### src/rtl/mm64_pkg.sv
// ----------------------------------------------------------------------------
// mm64_pkg
// shared constants and the sequencer state type for the murmur64a hasher
// ----------------------------------------------------------------------------
package mm64_pkg;

    // mixing multiplier and xor-shift distance
    localparam logic [63:0] MIX_MUL   = 64'hc6a4a7935bd1e995;
    localparam int unsigned MIX_SHIFT = 47;

    typedef enum logic [2:0] {
        ST_IDLE,
        ST_INIT,
        ST_DISP,
        ST_KMUL1,
        ST_KMUL2,
        ST_AMUL,
        ST_FMUL,
        ST_OUT
    } t_state;

endpackage

### src/rtl/mm64_mul.sv
// ----------------------------------------------------------------------------
// mm64_mul
// iterative 64-bit multiply by the mixing constant, low 64 bits of the product,
// built from one 32x32 multiplier reused for each partial product
// ----------------------------------------------------------------------------
module mm64_mul
    import mm64_pkg::*;
(
    input  logic        i_clk,
    input  logic        i_rst_n,
    input  logic        i_start,
    input  logic [63:0] i_a,
    output logic        o_done,
    output logic [63:0] o_prod
);

    localparam logic [31:0] MUL_LO = MIX_MUL[31:0];
    localparam logic [31:0] MUL_HI = MIX_MUL[63:32];

    logic [63:0] r_a;
    logic [63:0] r_prod;
    logic [1:0]  r_step;
    logic        r_busy;
    logic        r_done;

    logic [31:0] mul_x;
    logic [31:0] mul_y;
    logic [63:0] mul_p;

    // step 0: a_lo*m_lo, step 1: a_hi*m_lo, step 2: a_lo*m_hi
    assign mul_x = (r_step == 2'd1) ? r_a[63:32] : r_a[31:0];
    assign mul_y = (r_step == 2'd2) ? MUL_HI : MUL_LO;
    assign mul_p = 64'(mul_x) * 64'(mul_y);

    always_ff @(posedge i_clk) begin
        if (!i_rst_n) begin
            r_busy <= 1'b0;
            r_done <= 1'b0;
            r_step <= 2'd0;
        end else begin
            r_done <= r_busy && (r_step == 2'd2);
            if (i_start) begin
                r_busy <= 1'b1;
                r_step <= 2'd0;
            end else if (r_busy) begin
                r_step <= r_step + 2'd1;
                if (r_step == 2'd2) begin
                    r_busy <= 1'b0;
                end
            end
        end
    end

    always_ff @(posedge i_clk) begin
        if (i_start) begin
            r_a <= i_a;
        end
        if (r_busy) begin
            if (r_step == 2'd0) begin
                r_prod <= mul_p;
            end else begin
                r_prod[63:32] <= r_prod[63:32] + mul_p[31:0];
            end
        end
    end

    assign o_done = r_done;
    assign o_prod = r_prod;

endmodule

### src/rtl/murmur64a_byte_hash.sv
// cost: every multiply by the mixing constant runs on the shared 32x32
// multiplier; a full word needs three multiplies, a 1..7 byte tail one and
// an empty last beat none; a first beat adds one more (length seeding), and
// a last beat adds one for finalization, then the hash is registered for output
// throughput: one input beat at a time, limited by the three dependent multiplies
// reset: synchronous active low, clears seed, accumulator and open-message flag
// ----------------------------------------------------------------------------
// murmur64a_byte_hash
// 64-bit murmurhash64a over a message sent as little-endian 64-bit words
// ----------------------------------------------------------------------------
module murmur64a_byte_hash
    import mm64_pkg::*;
(
    input  logic        i_clk,
    input  logic        i_rst_n,
    // seed register
    input  logic        i_cfg_wr_en,
    input  logic [63:0] i_cfg_wr_data,
    // input beats
    input  logic        i_in_valid,
    output logic        o_in_stall,
    input  logic [63:0] i_word_data,
    input  logic [3:0]  i_byte_count,
    input  logic        i_first_word,
    input  logic        i_last_word,
    input  logic [31:0] i_message_length,
    // result beats
    output logic        o_out_valid,
    input  logic        i_out_stall,
    output logic [63:0] o_hash_value
);

    t_state      r_state, n_state;
    logic [63:0] r_seed;
    logic [63:0] r_acc, n_acc;
    logic        r_in_msg, n_in_msg;
    logic        r_out_valid, n_out_valid;
    logic [63:0] r_hash, n_hash;

    // latched copy of the beat being worked on
    logic [63:0] r_data;
    logic        r_full;
    logic [2:0]  r_cnt;
    logic        r_last;

    logic        in_acc;
    logic        out_free;
    logic        mul_start;
    logic [63:0] mul_a;
    logic        mul_done;
    logic [63:0] mul_prod;
    logic [63:0] tail_mask;

    // only idle takes a beat; the output register lets us take one while a
    // finished hash still waits downstream
    assign o_in_stall = (r_state != ST_IDLE);
    assign in_acc     = i_in_valid && !o_in_stall;
    assign out_free   = !r_out_valid || !i_out_stall;

    // keep bytes below the tail count
    always_comb begin
        for (int b = 0; b < 8; b++) begin
            tail_mask[8*b +: 8] = (3'(b) < r_cnt) ? 8'hff : 8'h00;
        end
    end

    mm64_mul u_mul (
        .i_clk   (i_clk),
        .i_rst_n (i_rst_n),
        .i_start (mul_start),
        .i_a     (mul_a),
        .o_done  (mul_done),
        .o_prod  (mul_prod)
    );

    always_ff @(posedge i_clk) begin
        if (!i_rst_n) begin
            r_state     <= ST_IDLE;
            r_seed      <= '0;
            r_acc       <= '0;
            r_in_msg    <= 1'b0;
            r_out_valid <= 1'b0;
        end else begin
            r_state     <= n_state;
            r_acc       <= n_acc;
            r_in_msg    <= n_in_msg;
            r_out_valid <= n_out_valid;
            if (i_cfg_wr_en) begin
                r_seed <= i_cfg_wr_data;
            end
        end
    end

    always_ff @(posedge i_clk) begin
        r_hash <= n_hash;
        if (in_acc) begin
            r_data <= i_word_data;
            r_cnt  <= i_byte_count[2:0];
            r_last <= i_last_word;
            // any count other than a short last tail is a full word
            r_full <= !i_last_word || (i_byte_count >= 4'd8);
        end
    end

    always_comb begin
        n_state     = r_state;
        n_acc       = r_acc;
        n_in_msg    = r_in_msg;
        n_hash      = r_hash;
        n_out_valid = r_out_valid && i_out_stall;
        mul_start   = 1'b0;
        mul_a       = r_acc;

        unique case (r_state)
            ST_IDLE: begin
                if (in_acc) begin
                    if (i_first_word) begin
                        // seed ^ (length * m): start the length multiply now
                        mul_start = 1'b1;
                        mul_a     = {32'd0, i_message_length};
                        n_in_msg  = 1'b1;
                        n_state   = ST_INIT;
                    end else if (r_in_msg) begin
                        n_state = ST_DISP;
                    end
                    // beat outside a message is dropped
                end
            end
            ST_INIT: begin
                if (mul_done) begin
                    n_acc   = r_seed ^ mul_prod;
                    n_state = ST_DISP;
                end
            end
            ST_DISP: begin
                mul_start = 1'b1;
                if (r_full) begin
                    mul_a   = r_data;
                    n_state = ST_KMUL1;
                end else if (r_cnt != 3'd0) begin
                    mul_a   = r_acc ^ (r_data & tail_mask);
                    n_state = ST_AMUL;
                end else begin
                    // empty last beat goes straight to finalization
                    mul_a   = r_acc ^ (r_acc >> MIX_SHIFT);
                    n_state = ST_FMUL;
                end
            end
            ST_KMUL1: begin
                if (mul_done) begin
                    mul_start = 1'b1;
                    mul_a     = mul_prod ^ (mul_prod >> MIX_SHIFT);
                    n_state   = ST_KMUL2;
                end
            end
            ST_KMUL2: begin
                if (mul_done) begin
                    mul_start = 1'b1;
                    mul_a     = r_acc ^ mul_prod;
                    n_state   = ST_AMUL;
                end
            end
            ST_AMUL: begin
                if (mul_done) begin
                    n_acc = mul_prod;
                    if (r_last) begin
                        mul_start = 1'b1;
                        mul_a     = mul_prod ^ (mul_prod >> MIX_SHIFT);
                        n_state   = ST_FMUL;
                    end else begin
                        n_state = ST_IDLE;
                    end
                end
            end
            ST_FMUL, ST_OUT: begin
                // product holds in the multiplier until the next start
                if ((mul_done || (r_state == ST_OUT)) && out_free) begin
                    n_hash      = mul_prod ^ (mul_prod >> MIX_SHIFT);
                    n_out_valid = 1'b1;
                    n_in_msg    = 1'b0;
                    n_state     = ST_IDLE;
                end else if (mul_done) begin
                    n_state = ST_OUT;
                end
            end
            default: begin
                n_state = ST_IDLE;
            end
        endcase
    end

    assign o_out_valid  = r_out_valid;
    assign o_hash_value = r_hash;

`ifndef NO_ASSERTIONS
    // a multiply completes only while the sequencer waits for one
    a_done_in_wait: assert property (@(posedge i_clk) disable iff (!i_rst_n)
        mul_done |-> (r_state == ST_INIT || r_state == ST_KMUL1 ||
                      r_state == ST_KMUL2 || r_state == ST_AMUL || r_state == ST_FMUL))
        else $error("multiply finished outside a wait state");

    // a new result beat only comes out of finalization
    a_out_from_final: assert property (@(posedge i_clk) disable iff (!i_rst_n)
        $rose(o_out_valid) |-> ($past(r_state) == ST_FMUL || $past(r_state) == ST_OUT))
        else $error("result beat without finalization");

    // a waiting result is never overwritten by a stalled finalization
    a_no_overwrite: assert property (@(posedge i_clk) disable iff (!i_rst_n)
        (r_state == ST_OUT && r_out_valid && i_out_stall) |=> (r_state == ST_OUT))
        else $error("finalization left while the output was blocked");
`endif

endmodule
### config.mk
export PLATFORM = sky130hd
export DESIGN_NAME = murmur64a_byte_hash
export DESIGN_NICKNAME = d
export VERILOG_FILES = /design/src/rtl/mm64_pkg.sv /design/src/rtl/mm64_mul.sv /design/src/rtl/murmur64a_byte_hash.sv
export SDC_FILE = /design/constraint.sdc
export NUM_CORES = 2
export LEC_CHECK = 0
export BUFFER_PORTS_ARGS = -buffer_cell sky130_fd_sc_hd__buf_2
export CAP_MARGIN = 20
export CORE_ASPECT_RATIO = 1.2
export CORE_MARGIN = 5
export CORE_UTILIZATION = 55
export DETAILED_ROUTE_END_ITERATION = 10
export HOLD_SLACK_MARGIN = 0.12
export MAX_ROUTING_LAYER = met4
export PLACE_DENSITY = 0.75
export SYNTH_ARGS = -nofsm -noshare
export SYNTH_HDL_FRONTEND = slang
export SYNTH_SLANG_ARGS = --single-unit
### constraint.sdc
create_clock -name i_clk -period 12.5 [get_ports i_clk]
set_input_delay 1.875 -clock i_clk [delete_from_list [all_inputs] [get_ports i_clk]]
set_output_delay 1.875 -clock i_clk [all_outputs]
set_load 0.01 [all_outputs]
==> results by stage <==
Outcome:
- The run finished with clean final reports.

Global routing:
- The first global-routing pass estimated 220,000 um of wire.
- The number of antenna violations at the first check in global routing is 3.
- The leftover overflow at the end of global routing is 0.
- The total global-route track usage is 35.5%.
- The number of global-route vias before repair is 34,700.
- The largest net degree at the start of global routing is 78.

Timing:
- The slack of the critical path is 1.31 ns.
- The number of hold violations in the final report is 0.
- The routed design could run at a clock period as short as 11.19 ns.
- The relative slew slack is 15.5%.
- At the pin with the least slew margin, the transition time is 1.26 ns.
- The maximum achievable frequency is 89.4 MHz.
- Setup repair after global routing left no endpoint under its margin.
- The count of final max-slew check failures is 0.
- The minimum hold slack is 0.523 ns.
- The total negative setup slack is 0 ns.
- The worst path uses 89.5% of the clock period.
- Setup violations remaining at the end of the flow were counted as 0.
- The clock tree skew after final layout is 0.0362 ns.

Logic synthesis:
- The area share of the largest cell type after synthesis is 27.8%.
- The share of the Yosys chip area taken by registers is 23.9%.
- Yosys mapped a number of flops with a built-in enable equal to 261.
- The number of instances in the synthesized netlist is 4,377.
- The Yosys step of the flow raised 0 warnings.
- The post-synthesis sequential element count is 398.
- The synthesized area divided by synthesized cell count is 10.1 um2.
- The prevailing post-synth register cell is sky130_fd_sc_hd__edfxtp_1.
- The number of distinct standard cells referenced by the synthesized netlist is 70.
- The biggest area consumer among synthesized cells is sky130_fd_sc_hd__fa_1.
- In the post-synthesis netlist, the biggest area contributors are sky130_fd_sc_hd__fa_1 (28%), sky130_fd_sc_hd__edfxtp_1 (18%), sky130_fd_sc_hd__ha_1 (12%), sky130_fd_sc_hd__inv_1 (6.5%), sky130_fd_sc_hd__dfxtp_1 (6.2%).
- After synthesis, the share of flip-flops with an asynchronous set or reset is 0%.
- The post-synth design cell area is 0.0442 mm2.

Clock network:
- Buffers inserted to repair hold after CTS numbered 0.
- TritonCTS built the clock tree.
- Counting every sink on the clock net gives 398.
- The clock insertion delay at the later pin of the skew report is 0.56 ns.
- The number of H-tree branching levels is 2.
- The clock-pin transition on the worst setup and hold timing paths is 0.08 ns.
- The number of cells upsized or downsized after cts is 0.
- The buffer levels on the longest clock path is 3.
- Once the clock tree was built, the setup fixing pass inserted 0 buffers.
- The root buffer cell chosen for the clock tree is sky130_fd_sc_hd__clkbuf_16.
- Buffers inserted during clock tree synthesis total 36.

Hold path:
- The class of the worst hold path is reg2reg.
- The worst hold path was traced through 2 stages.
- In this run the most critical hold path is launched from r_seed[63].
- The end of the worst hold path is r_seed[63].

Detailed routing:
- The count of nets left with antenna violations once routing finished came out at 0.
- The violation count after the first detailed-route iteration is 3,158.
- The mean routed wirelength per cell is 26.5 um.
- Summing over every cut layer, the via total after detailed routing is 33,600.
- After detailed routing, the number of vias per cell comes to 6.00.
- The first-pass iteration count of the detailed router is 6.
- The post-detailed-routing wire length is 149,000 um.
- The residual DRC count is 0.

Place:
- OpenSTA, run right after detailed placement, puts the worst setup slack at 1.54 ns.
- The global placement routability congestion is 1.05.
- The count of buffers inserted at the top-level ports is 236.
- The detailed placement HPWL is 122,000 um.

Critical path:
- The origin of the critical flop-to-flop path is u_mul.r_step[1].
- The worst reg-to-reg path cell count is 31.
- The data required time at the worst endpoint is 12.78 ns.
- The slack of the worst reg-to-reg path is 1.31 ns.
- The critical path start-end classification is reg2reg.
- For this run, the slowest stage of the critical path takes 0.69 ns.
- The worst setup path is launched from a flop.
- The cell that appears most often on the critical path is sky130_fd_sc_hd__fa_1.
- The cell at the slowest stage of the critical path is sky130_fd_sc_hd__ha_2.
- Data arrives at the worst endpoint at 11.47 ns.
- The endpoint of the worst-slack reg-to-reg timing path is u_mul.o_prod[63].
- In this run the worst path has a maximum fanout of 22.
- The nature of the critical path endpoint is a flop.

Floorplan:
- The top-level port count is 237.
- The initial utilization of the core area, before any placement, comes to 55.6%.
- The floorplan die width is 269 um.
- The full die area is 0.0861 mm2.
- The die height is 320 um.
- The core area is 0.0795 mm2.
- The floorplan row count is 113.

Flow run:
- Max-cap violations in this run came to 0.

Cells and area:
- The number of nets in the final layout is 5,754.
- The relative area change from synthesis to final layout is 7.94%.
- Of the cells placed in the final design, the portion with a size suffix greater than 1 is 8.80%.
layout by cell type, fill, tap and decap left out, types with 9 or more instances in the layout:
cell type / n
sky130_fd_sc_hd__nor3b_1: 9
sky130_fd_sc_hd__a21oi_1: 250
sky130_fd_sc_hd__nand3_1: 66
sky130_fd_sc_hd__o211ai_1: 38
sky130_fd_sc_hd__nand4_1: 22
sky130_fd_sc_hd__clkbuf_16: 36
sky130_fd_sc_hd__o21ai_0: 154
sky130_fd_sc_hd__ha_1: 435
sky130_fd_sc_hd__and2_1: 14
sky130_fd_sc_hd__nand2_1: 285
sky130_fd_sc_hd__a211o_1: 9
sky130_fd_sc_hd__a31oi_1: 16
sky130_fd_sc_hd__nor2_1: 240
sky130_fd_sc_hd__nor3_1: 17
sky130_fd_sc_hd__mux2i_1: 99
sky130_fd_sc_hd__a221oi_1: 20
sky130_fd_sc_hd__inv_1: 767
sky130_fd_sc_hd__xor2_1: 119
sky130_fd_sc_hd__o211a_1: 67
sky130_fd_sc_hd__fa_1: 613
sky130_fd_sc_hd__or2_2: 15
sky130_fd_sc_hd__a22oi_1: 33
sky130_fd_sc_hd__and3_1: 12
sky130_fd_sc_hd__nand2b_1: 21
sky130_fd_sc_hd__a21boi_0: 11
sky130_fd_sc_hd__edfxtp_1: 261
sky130_fd_sc_hd__a21o_1: 90
sky130_fd_sc_hd__o21a_1: 17
sky130_fd_sc_hd__a211oi_1: 15
sky130_fd_sc_hd__o31a_1: 9
sky130_fd_sc_hd__xnor2_1: 100
sky130_fd_sc_hd__buf_2: 234
sky130_fd_sc_hd__dfxtp_1: 136
sky130_fd_sc_hd__nor2b_1: 90
sky130_fd_sc_hd__buf_4: 58
sky130_fd_sc_hd__o21bai_1: 20
sky130_fd_sc_hd__o31ai_1: 32
state kept, by name, indices dropped and copies added, names as in the netlist:
signal / count
o_hash_value: 64
r_acc: 64
r_data: 64
r_seed: 64
u_mul.o_prod: 64
u_mul.r_a: 64
r_cnt: 3
r_state: 3
u_mul.r_step: 2
o_out_valid: 1
r_full: 1
r_in_msg: 1
r_last: 1
u_mul.o_done: 1
u_mul.r_busy: 1
worst max path at each step:
stage               startpoint          endpoint  cells past startpoint
6_report       u_mul.r_step[1]  u_mul.o_prod[63]                     31
5_1_grt        u_mul.r_step[1]  u_mul.o_prod[63]                     34
4_1_cts        u_mul.r_step[1]  u_mul.o_prod[63]                     31
3_5_place_dp   u_mul.r_step[1]  u_mul.o_prod[63]                     34
3_3_place_gp   u_mul.r_step[1]  u_mul.o_prod[63]                     31
2_1_floorplan  u_mul.r_step[1]  u_mul.o_prod[62]                     39
per-stage QoR:
stage	instance area (um2)	std cells	utilization, %
after detailed placement	46400	5527	58.4
after global routing	47700	5596	60.0
after global placement	46400	5527	58.4
after CTS	47700	5592	60.0
after floorplan	44200	4378	-
final	47700	5596	60.0
cell type report:
cell class	instances	area, um2
timing repair buffer	293	1630
tap	1035	1290
multi-input combinational	3031	30100
antenna	2	5.00
fill	6679	31800
clock buffer	43	947
inverter	772	2900
clock inverter	22	279
sequential	398	10600
cell families after synthesis:
kind of cell | count (synthesis) | share of synthesized area (%)
AND/OR/NAND/NOR | 816 | 8.40
flip-flops | 398 | 23.9
buffers and inverters | 949 | 8.14
adder cells (fa/ha/maj) | 1051 | 40.2
AO/OA/AOI/OAI | 834 | 12.5
multiplexers | 108 | 2.47
XOR/XNOR | 219 | 4.34
other | 2 | 0.0170
critical path: cells and delay by family, from the launching register on:
| family | cells | cell delay, ns |
|---|---|---|
| adder cells (fa/ha/maj) | 11 | 5.53 |
| AO/OA/AOI/OAI | 5 | 1.51 |
| AND/OR/NAND/NOR | 5 | 1.23 |
| buffers and inverters | 7 | 1.16 |
| multiplexers | 1 | 0.68 |
| XOR/XNOR | 2 | 0.44 |
| flip-flops | 1 | 0.34 |
Yosys cell counts (all sizes together), types with 11 or more instances:
cell	n
a21boi	11
nand2	286
nor3	17
a21oi	252
nor2b	90
o211a	67
inv	768
clkbuf	148
ha	438
mux2i	100
a21o	91
and3	12
fa	613
xnor2	100
dfxtp	137
nand4	22
nand2b	23
a22oi	33
or2	15
o31ai	33
a221oi	21
o211ai	38
o21ai	159
a31oi	16
o21a	18
nor2	243
o21bai	21
xor2	119
and2	16
a211oi	15
edfxtp	261
nand3	67
buf	29
metal layers:
layer | track usage, % | routed length [um] | vias up
li1 | - | - | 14800
met1 | 42.4 | 53800 | 16400
met2 | 57.2 | 70200 | 1827
met3 | 6.12 | 12500 | 504
met4 | 20.1 | 12000 | 0
met5 | - | 0 | -
Power is left out: the tool's default activity adds up to more than one toggle a clock period on the data nets, which glitch-free logic cannot reach.
